### src/hdl/ndsc_pkg.sv
// Shared widths, codes and fixed-point helpers for the node damping and slide contact core.
package ndsc_pkg;

  localparam int DW       = 32;
  localparam int FRAC     = 16;
  localparam int TW       = 48;
  localparam int UW       = 31;
  localparam int CFG_IW   = 3;
  localparam int IN_W     = 320;
  localparam int OUT_W    = 264;
  localparam int OUT_USED = 5 * DW + 3 + 2 * TW;
  localparam int MUL_STEP = DW + 1;
  localparam int MUL_LAST = DW + 2;
  localparam int ITER_N   = 32;
  localparam int CW       = 6;

  typedef enum logic [3:0] {
    S_IDLE, S_DCM, S_DFV, S_CMP, S_VERT, S_THR, S_SQX, S_SQY,
    S_SQRT, S_MX, S_DIVX, S_MY, S_DIVY, S_DONE
  } state_t;

  typedef enum logic [CFG_IW-1:0] {
    R_GD    = 3'd0,
    R_DC    = 3'd1,
    R_UZ    = 3'd2,
    R_LZ    = 3'd3,
    R_STIFF = 3'd4,
    R_FC    = 3'd5
  } reg_idx_t;

  function automatic logic [DW-1:0] abs_q(input logic [DW-1:0] x);
    return x[DW-1] ? (~x + 1'b1) : x;
  endfunction

  // product magnitude >> FRAC, clipped, sign applied
  function automatic logic [DW-1:0] mulq_fin(input logic [2*DW:0] p, input logic neg);
    logic [2*DW-FRAC:0] m;
    logic [DW-1:0]      lim;
    logic [DW-1:0]      r;
    m   = p[2*DW:FRAC];
    lim = neg ? {1'b1, {(DW-1){1'b0}}} : {1'b0, {(DW-1){1'b1}}};
    r   = (m > {{(DW+1-FRAC){1'b0}}, lim}) ? lim : m[DW-1:0];
    return neg ? (~r + 1'b1) : r;
  endfunction

  function automatic logic [DW-1:0] sat_q(input logic [DW:0] s);
    if (s[DW] != s[DW-1]) begin
      return s[DW] ? {1'b1, {(DW-1){1'b0}}} : {1'b0, {(DW-1){1'b1}}};
    end
    return s[DW-1:0];
  endfunction

  function automatic logic [TW-1:0] sat_t(input logic [TW:0] s);
    if (s[TW] != s[TW-1]) begin
      return s[TW] ? {1'b1, {(TW-1){1'b0}}} : {1'b0, {(TW-1){1'b1}}};
    end
    return s[TW-1:0];
  endfunction

endpackage

### src/hdl/node_damping_slide_contact_friction_core.sv
// Top level: node damping, slide contact and friction on a bit-serial sequencer.
//
//  channel  | dir | transfer when          | payload
//  s_axis   | in  | tvalid & tready        | tdata node fields, tuser first_node
//  m_axis   | out | tvalid & tready        | tdata updated forces, flags, totals
//  cfg      | in  | cfg_we                 | cfg_index, cfg_data
//
// Per node: six serial multiplies of damping when gd is clear, then on contact four
// multiplies and a square root, and when the node slides two more multiplies and two
// divisions.
// The shared one-bit-per-cycle multiplier does every product. Reset is synchronous,
// clears the totals and loads register defaults. A stalled result sits in the
// output register while the next node is already being worked on.
module node_damping_slide_contact_friction_core
  import ndsc_pkg::*;
(
  input  logic              clk,
  input  logic              rst,
  input  logic              s_axis_tvalid,
  output logic              s_axis_tready,
  // node_z, force_x, force_y, force_z, vel_x, vel_y, vel_z, mass_x, mass_y, mass_z
  input  logic [IN_W-1:0]   s_axis_tdata,
  // first_node
  input  logic [0:0]        s_axis_tuser,
  output logic              m_axis_tvalid,
  input  logic              m_axis_tready,
  // force_x_out, force_y_out, force_z_out, vel_x_out, vel_y_out, upper, lower, stuck,
  // upper_total, lower_total
  output logic [OUT_W-1:0]  m_axis_tdata,
  input  logic              cfg_we,
  input  logic [CFG_IW-1:0] cfg_index,
  input  logic [DW-1:0]     cfg_data
);

  state_t state, state_next;
  logic [CW-1:0] cnt;
  logic [1:0]    idx;

  logic          gd;
  logic [UW-1:0] dc, stiff, fc;
  logic [DW-1:0] uz, lz;

  logic [DW-1:0] z;
  logic [DW-1:0] f [0:2];
  logic [DW-1:0] v [0:2];
  logic [UW-1:0] m [0:2];

  logic [DW-1:0]   ma, mhi;
  logic [DW:0]     mlo;
  logic [DW-1:0]   cm, vert, thr;
  logic [2*DW-1:0] sq, sr;
  logic [DW:0]     rrem;
  logic [DW-1:0]   root, dr, dq;
  logic            up, low, stuck;
  logic [TW-1:0]   usum, lsum;
  logic            ovalid;
  logic [OUT_W-1:0] odata;

  logic [2*DW:0] prod;
  logic [DW-1:0] op_a, mq, sz, fsel_mag, red;
  logic [DW:0]   op_b, msum, diff, diff_mag;
  logic          op_neg, mul_st, mul_fin, it_fin, up_c, low_c, cont, out_free;
  logic [DW+2:0] rtrial, rcmp;
  logic [DW:0]   dt;
  logic          rge, dge;

  assign prod     = {mhi, mlo};
  assign up_c     = $signed(z) > $signed(uz);
  assign low_c    = $signed(z) < $signed(lz);
  assign cont     = (up_c || low_c) && (stiff != '0);
  assign sz       = low ? lz : uz;
  assign diff     = {sz[DW-1], sz} - {z[DW-1], z};
  assign diff_mag = diff[DW] ? (~diff + 1'b1) : diff;
  assign mul_st   = (state == S_DCM) || (state == S_DFV) || (state == S_VERT) ||
                    (state == S_THR) || (state == S_SQX) || (state == S_SQY) ||
                    (state == S_MX) || (state == S_MY);
  assign mul_fin  = mul_st && (cnt == CW'(MUL_LAST));
  assign it_fin   = cnt == CW'(ITER_N);
  assign msum     = {1'b0, mhi} + (mlo[0] ? {1'b0, ma} : '0);
  assign mq       = mulq_fin(prod, op_neg);
  assign out_free = !ovalid || m_axis_tready;

  assign rtrial = {rrem, sr[2*DW-1:2*DW-2]};
  assign rcmp   = {1'b0, root, 2'b01};
  assign rge    = rtrial >= rcmp;
  assign dt     = {dr, dq[DW-1]};
  assign dge    = dt >= {1'b0, root};

  assign fsel_mag = abs_q((state == S_DIVX) ? f[0] : f[1]);
  assign red      = fsel_mag - ((dq > fsel_mag) ? fsel_mag : dq);

  always_comb begin
    op_a   = '0;
    op_b   = '0;
    op_neg = 1'b0;
    case (state)
      S_DCM: begin
        op_a = {1'b0, dc};
        op_b = {2'b0, m[idx]};
      end
      S_DFV: begin
        op_a   = cm;
        op_b   = {1'b0, abs_q(v[idx])};
        op_neg = v[idx][DW-1];
      end
      S_VERT: begin
        op_a   = {1'b0, stiff};
        op_b   = diff_mag;
        op_neg = diff[DW];
      end
      S_THR: begin
        op_a = {1'b0, fc};
        op_b = {1'b0, abs_q(vert)};
      end
      S_SQX: begin
        op_a = abs_q(f[0]);
        op_b = {1'b0, abs_q(f[0])};
      end
      S_SQY: begin
        op_a = abs_q(f[1]);
        op_b = {1'b0, abs_q(f[1])};
      end
      S_MX: begin
        op_a = thr;
        op_b = {1'b0, abs_q(f[0])};
      end
      S_MY: begin
        op_a = thr;
        op_b = {1'b0, abs_q(f[1])};
      end
      default: ;
    endcase
  end

  always_comb begin
    state_next = state;
    unique case (state)
      S_IDLE: if (s_axis_tvalid) state_next = gd ? S_CMP : S_DCM;
      S_DCM:  if (mul_fin) state_next = S_DFV;
      S_DFV:  if (mul_fin) state_next = (idx == 2'd2) ? S_CMP : S_DCM;
      S_CMP:  state_next = cont ? S_VERT : S_DONE;
      S_VERT: if (mul_fin) state_next = S_THR;
      S_THR:  if (mul_fin) state_next = S_SQX;
      S_SQX:  if (mul_fin) state_next = S_SQY;
      S_SQY:  if (mul_fin) state_next = S_SQRT;
      S_SQRT: begin
        if (it_fin) state_next = ((root < thr) || (root == '0)) ? S_DONE : S_MX;
      end
      S_MX:   if (mul_fin) state_next = S_DIVX;
      S_DIVX: if (it_fin) state_next = S_MY;
      S_MY:   if (mul_fin) state_next = S_DIVY;
      S_DIVY: if (it_fin) state_next = S_DONE;
      S_DONE: if (out_free) state_next = S_IDLE;
      default: state_next = S_IDLE;
    endcase
  end

  always_comb begin
    s_axis_tready = state == S_IDLE;
  end

  always_ff @(posedge clk) begin
    if (rst) begin
      state <= S_IDLE;
      cnt   <= '0;
    end else begin
      state <= state_next;
      cnt   <= (state_next != state) ? '0 : cnt + 1'b1;
    end
  end

  always_ff @(posedge clk) begin
    if (rst) begin
      gd    <= 1'b0;
      dc    <= '0;
      uz    <= {1'b0, {(DW-1){1'b1}}};
      lz    <= {1'b1, {(DW-1){1'b0}}};
      stiff <= '0;
      fc    <= '0;
    end else if (cfg_we) begin
      unique case (reg_idx_t'(cfg_index))
        R_GD:    gd    <= cfg_data[0];
        R_DC:    dc    <= cfg_data[UW-1:0];
        R_UZ:    uz    <= cfg_data;
        R_LZ:    lz    <= cfg_data;
        R_STIFF: stiff <= cfg_data[UW-1:0];
        R_FC:    fc    <= cfg_data[UW-1:0];
        default: ;
      endcase
    end
  end

  // totals and output handshake
  always_ff @(posedge clk) begin
    if (rst) begin
      usum   <= '0;
      lsum   <= '0;
      ovalid <= 1'b0;
    end else begin
      if (s_axis_tready && s_axis_tvalid && s_axis_tuser[0]) begin
        usum <= '0;
        lsum <= '0;
      end else if (state == S_VERT && mul_fin) begin
        if (up)  usum <= sat_t({usum[TW-1], usum} + {{(TW+1-DW){mq[DW-1]}}, mq});
        if (low) lsum <= sat_t({lsum[TW-1], lsum} + {{(TW+1-DW){mq[DW-1]}}, mq});
      end
      if (state == S_DONE && out_free) begin
        ovalid <= 1'b1;
      end else if (m_axis_tready) begin
        ovalid <= 1'b0;
      end
    end
  end

  always_ff @(posedge clk) begin
    if (mul_st) begin
      if (cnt == '0) begin
        ma  <= op_a;
        mhi <= '0;
        mlo <= op_b;
      end else if (cnt <= CW'(MUL_STEP)) begin
        mhi <= msum[DW:1];
        mlo <= {msum[0], mlo[DW:1]};
      end
    end

    unique case (state)
      S_IDLE: begin
        if (s_axis_tvalid) begin
          z     <= s_axis_tdata[31:0];
          f[0]  <= s_axis_tdata[63:32];
          f[1]  <= s_axis_tdata[95:64];
          f[2]  <= s_axis_tdata[127:96];
          v[0]  <= s_axis_tdata[159:128];
          v[1]  <= s_axis_tdata[191:160];
          v[2]  <= s_axis_tdata[223:192];
          m[0]  <= s_axis_tdata[254:224];
          m[1]  <= s_axis_tdata[285:255];
          m[2]  <= s_axis_tdata[316:286];
          idx   <= '0;
          stuck <= 1'b0;
        end
      end
      S_DCM: if (mul_fin) cm <= mq;
      S_DFV: begin
        if (mul_fin) begin
          f[idx] <= sat_q({f[idx][DW-1], f[idx]} - {mq[DW-1], mq});
          idx    <= idx + 1'b1;
        end
      end
      S_CMP: begin
        up  <= up_c;
        low <= low_c;
      end
      S_VERT: begin
        if (mul_fin) begin
          vert <= mq;
          f[2] <= sat_q({f[2][DW-1], f[2]} + {mq[DW-1], mq});
        end
      end
      S_THR: if (mul_fin) thr <= mq;
      S_SQX: if (mul_fin) sq <= prod[2*DW-1:0];
      S_SQY: begin
        if (mul_fin) begin
          sr   <= sq + prod[2*DW-1:0];
          rrem <= '0;
          root <= '0;
        end
      end
      S_SQRT: begin
        if (!it_fin) begin
          rrem <= rge ? (DW+1)'(rtrial - rcmp) : rtrial[DW:0];
          root <= {root[DW-2:0], rge};
          sr   <= {sr[2*DW-3:0], 2'b00};
        end else if (root < thr) begin
          stuck <= 1'b1;
          f[0]  <= '0;
          f[1]  <= '0;
          v[0]  <= '0;
          v[1]  <= '0;
        end
      end
      S_MX, S_MY: begin
        if (mul_fin) begin
          dr <= prod[2*DW-1:DW];
          dq <= prod[DW-1:0];
        end
      end
      S_DIVX, S_DIVY: begin
        if (!it_fin) begin
          dr <= dge ? DW'(dt - {1'b0, root}) : dt[DW-1:0];
          dq <= {dq[DW-2:0], dge};
        end else if (state == S_DIVX) begin
          f[0] <= f[0][DW-1] ? (~red + 1'b1) : red;
        end else begin
          f[1] <= f[1][DW-1] ? (~red + 1'b1) : red;
        end
      end
      S_DONE: begin
        if (out_free) begin
          odata <= {{(OUT_W-OUT_USED){1'b0}}, lsum, usum, stuck, low, up,
                    v[1], v[0], f[2], f[1], f[0]};
        end
      end
      default: ;
    endcase
  end

  assign m_axis_tvalid = ovalid;
  assign m_axis_tdata  = odata;

endmodule

### config.mk
export PLATFORM = sky130hd
export DESIGN_NAME = node_damping_slide_contact_friction_core
export DESIGN_NICKNAME = d
export VERILOG_FILES = /design/src/hdl/ndsc_pkg.sv /design/src/hdl/node_damping_slide_contact_friction_core.sv
export SDC_FILE = /design/constraint.sdc
export NUM_CORES = 2
export LEC_CHECK = 0
export BUFFER_PORTS_ARGS = -buffer_cell sky130_fd_sc_hd__buf_4
export CAP_MARGIN = 10
export CORE_ASPECT_RATIO = 0.6
export CORE_MARGIN = 1.5
export CORE_UTILIZATION = 29
export CTS_BUF_LIST = sky130_fd_sc_hd__clkbuf_4 sky130_fd_sc_hd__clkbuf_8
export DETAILED_ROUTE_END_ITERATION = 12
export MAX_ROUTING_LAYER = met4
export SLEW_MARGIN = 20
export SYNTH_ARGS = -nofsm -noshare
export SYNTH_HDL_FRONTEND = slang
export SYNTH_SLANG_ARGS = --single-unit
### constraint.sdc
create_clock -name clk -period 17.5 [get_ports clk]
set_input_delay 3.5 -clock clk [delete_from_list [all_inputs] [get_ports clk]]
set_output_delay 3.5 -clock clk [all_outputs]
set_load 0.1 [all_outputs]
==> impl_metrics.tcl <==
set metrics [dict create \
    synth_edf_count 999 \
    p_per_area_mw_per_mm2 95.9 \
    ys_ff_latch 1330 \
    synth-async-reset-ratio_pct 0 \
    worstHoldPathType "flip-flop to flip-flop" \
    worstSetupEndpointType "flip-flop" \
    routed_wl_um 369000 \
    first_iter_violations 10000 \
    synth_xor_area_share_pct 5.94 \
    synthFlopType "edfxtp_1" \
    final.setup.worst_slack_ps 2620 \
    synth_cell_types 103 \
    cts_sinks 1330 \
    critPathRequiredTime_ps 18410 \
    finalInstanceArea_mm2 0.0969 \
    fin_crit_ps 14880 \
    dp_hpwl_um 283000 \
    gp_congestion 1.02 \
    cts_resized 0 \
    overflow 0 \
    p_total_w 0.00929 \
    netlist.area_leader.share_pct 36.4 \
    synth_compound_area_share_pct 19.6 \
    clock_latency_ps 1050 \
    ys_warn_count 0 \
    clock_path_buffers 4 \
    io_pins 627 \
    place_area_mm2 0.0919 \
    cts_hold_buffers 0 \
    skew_ps 103 \
    grt_pass1_wl_um 511000 \
    die_h_um 416 \
    pre_cts_ws_ps 2750 \
    drt.antenna.violating_nets 0 \
    grt_pass1_vias 68100 \
    period_share_pct 85.0 \
    die_w_um 691 \
    fin_nets 10100 \
    rr_endpoint "lsum[13]" \
    hold_viol 0 \
    yosys.area.top_type "edfxtp_1" \
    rows 151 \
    finalSetupViolCount 0 \
    drive_above_1_share_pct 14.8 \
    final_util_pct 34.3 \
    leakage_nw 38.6 \
    path_max_fanout 56 \
    cts_made_buffers 222 \
    peakVddDrop_v 0.0000592 \
    grt_max_degree 135 \
    cts_tree "built" \
    cp_slowest_cell "a2111oi_1" \
    postCtsSetupBuffers 0 \
    htree_levels 4 \
    cap_violations 0 \
    netlist_area_mm2 0.0823 \
    relSlewSlack_pct 10.8 \
    setup_tns_ps 0 \
    io_buffers 618 \
    drv_slew 0 \
    startpoint_type "flip-flop" \
    ys_seq_area_share_pct 44.5 \
    antenna_found_initial 56 \
    syn_area_per_cell_um2 9.60 \
    clk_pin_slew_ps 60 \
    crit_path_start "low" \
    synthCells 8577 \
    cts-root-buf "clkbuf_8" \
    worstRegToRegCells 50 \
    drc 0 \
    syn2layout_area_growth_pct 17.7 \
    crit_type "flip-flop to flip-flop" \
    via_count 74000 \
    clock.fmax_mhz 67.2 \
    cp_data_arrival_time_ps 15780 \
    rsz0062_at_grt "false" \
    path_common_cell "buf_4" \
    drtPass1Iterations 9 \
    synth_mux_area_share_pct 3.26 \
    initial_core_util_pct 29.2 \
    rr_startpoint "low" \
    reg2reg_slack_ps 2620 \
    grt_usage_pct 25.3 \
    die_area_mm2 0.287 \
    synth_top_family_by_area "compound AO/OA/AOI/OAI gates" \
    post_drt_wl_per_cell_um 28.0 \
    synth_simple_gate_area_share_pct 14.3 \
    status "complete, no violations" \
    crit_path_end "lsum[13]" \
    slowest_delay_ps 1040 \
    tightest_slew_ps 1330 \
    viasPerCell 5.62 \
    netlist_top_cells_area "edfxtp_1 (36%), ha_1 (8.1%), dfxtp_1 (8.0%), a21oi_1 (5.5%), nand2_1 (4.7%)" \
    synth_adder_area_share_pct 8.84 \
    core_mm2 0.282 \
]
how the worst min path moves through the flow:
stage	startpoint	slack [ps]	depth (start not counted)	endpoint
detailed placement	stuck	410	0	m_axis_tdata[162]
floorplan	stuck	400	0	m_axis_tdata[162]
finish	stuck	420	0	m_axis_tdata[162]
global placement	stuck	410	0	m_axis_tdata[162]
global route	stuck	430	0	m_axis_tdata[162]
CTS	stuck	420	0	m_axis_tdata[162]
cell families (layout without fill, tap and decap cells):
logic type               after synthesis  in the layout
other                                  1             39
multiplexers                         226            226
AO/OA/AOI/OAI                       2538           2538
buffers and inverters                768           1570
adder cells (fa/ha/maj)              584            584
AND/OR/NAND/NOR                     2575           2575
XOR/XNOR                             555            555
flip-flops                          1330           1330
synthesized netlist by cell type, types with 182 or more instances:
| library cell | count |
|---|---|
| nand2_1 | 1033 |
| edfxtp_1 | 999 |
| a21oi_1 | 898 |
| nor2_1 | 686 |
| ha_1 | 536 |
| o21ai_0 | 521 |
| clkbuf_1 | 353 |
| inv_1 | 353 |
| dfxtp_1 | 331 |
| xnor2_1 | 319 |
| xor2_1 | 234 |
| a21o_1 | 221 |
| mux2i_1 | 182 |
layout by cell type, fill, tap and decap left out, types with 122 or more instances in the layout:
master,n
nand2_1,1030
edfxtp_1,999
a21oi_1,889
buf_4,807
nor2_1,670
ha_1,536
o21ai_0,516
inv_1,353
dfxtp_1,329
xnor2_1,315
clkbuf_8,247
xor2_1,233
a21o_1,221
mux2i_1,181
nor3_1,122
layer usage:
layer  GRT usage (%)  vias up  part of all wire, %
met5               -        -                    0
met1            37.2    36400                   47
li1                -    33000                    -
met3            7.34      499                   12
met4            6.42        0                  2.7
met2            33.2     4004                   39
final cells by class:
cell class                      count  area (um2)
Inverter                          354        1340
Sequential cell                  1330       36600
Clock buffer                      300        3800
Clock inverter                    103        1070
Antenna cell                       34        85.1
Fill cell                       28700      185000
Multi-Input combinational cell   6483       43200
Timing Repair Buffer              813        6110
Tap cell                         3748        4690
stage by stage:
step,instances,hold slack (ps)
finish,13200,424
global route,13100,426
CTS,13100,422
detailed placement,12700,406
global placement,12700,407
floorplan,8581,400
sequential cells by signal, summed over array words and instances, names as in the netlist, 33 cells and up, named ones only:
register / count
m: 93
rrem: 33
sr: 64
f: 128
mlo: 33
sq: 64
v: 96
m_axis_tdata: 259
usum: 48
lsum: 48
critical path: cells and delay by family, from the launching register on:
kind | cells | cell delay [ps]
xor+xnor | 1 | 240
buf+inv | 7 | 2060
fa+ha+maj | 4 | 1690
compound gates | 22 | 7490
simple gates | 16 | 2660
flops | 1 | 570
report_power, final:
| part | total, W | leakage [nW] | switching, W | internal (W) |
|---|---|---|---|---|
| Combinational | 0.00234 | 24.2 | 0.00157 | 0.000772 |
| Sequential | 0.00377 | 11.8 | 0.000182 | 0.00359 |
| Clock | 0.00318 | 2.55 | 0.00146 | 0.00172 |
| Total | 0.00929 | 38.6 | 0.00321 | 0.00609 |
Power figures use the tool's default switching activity.
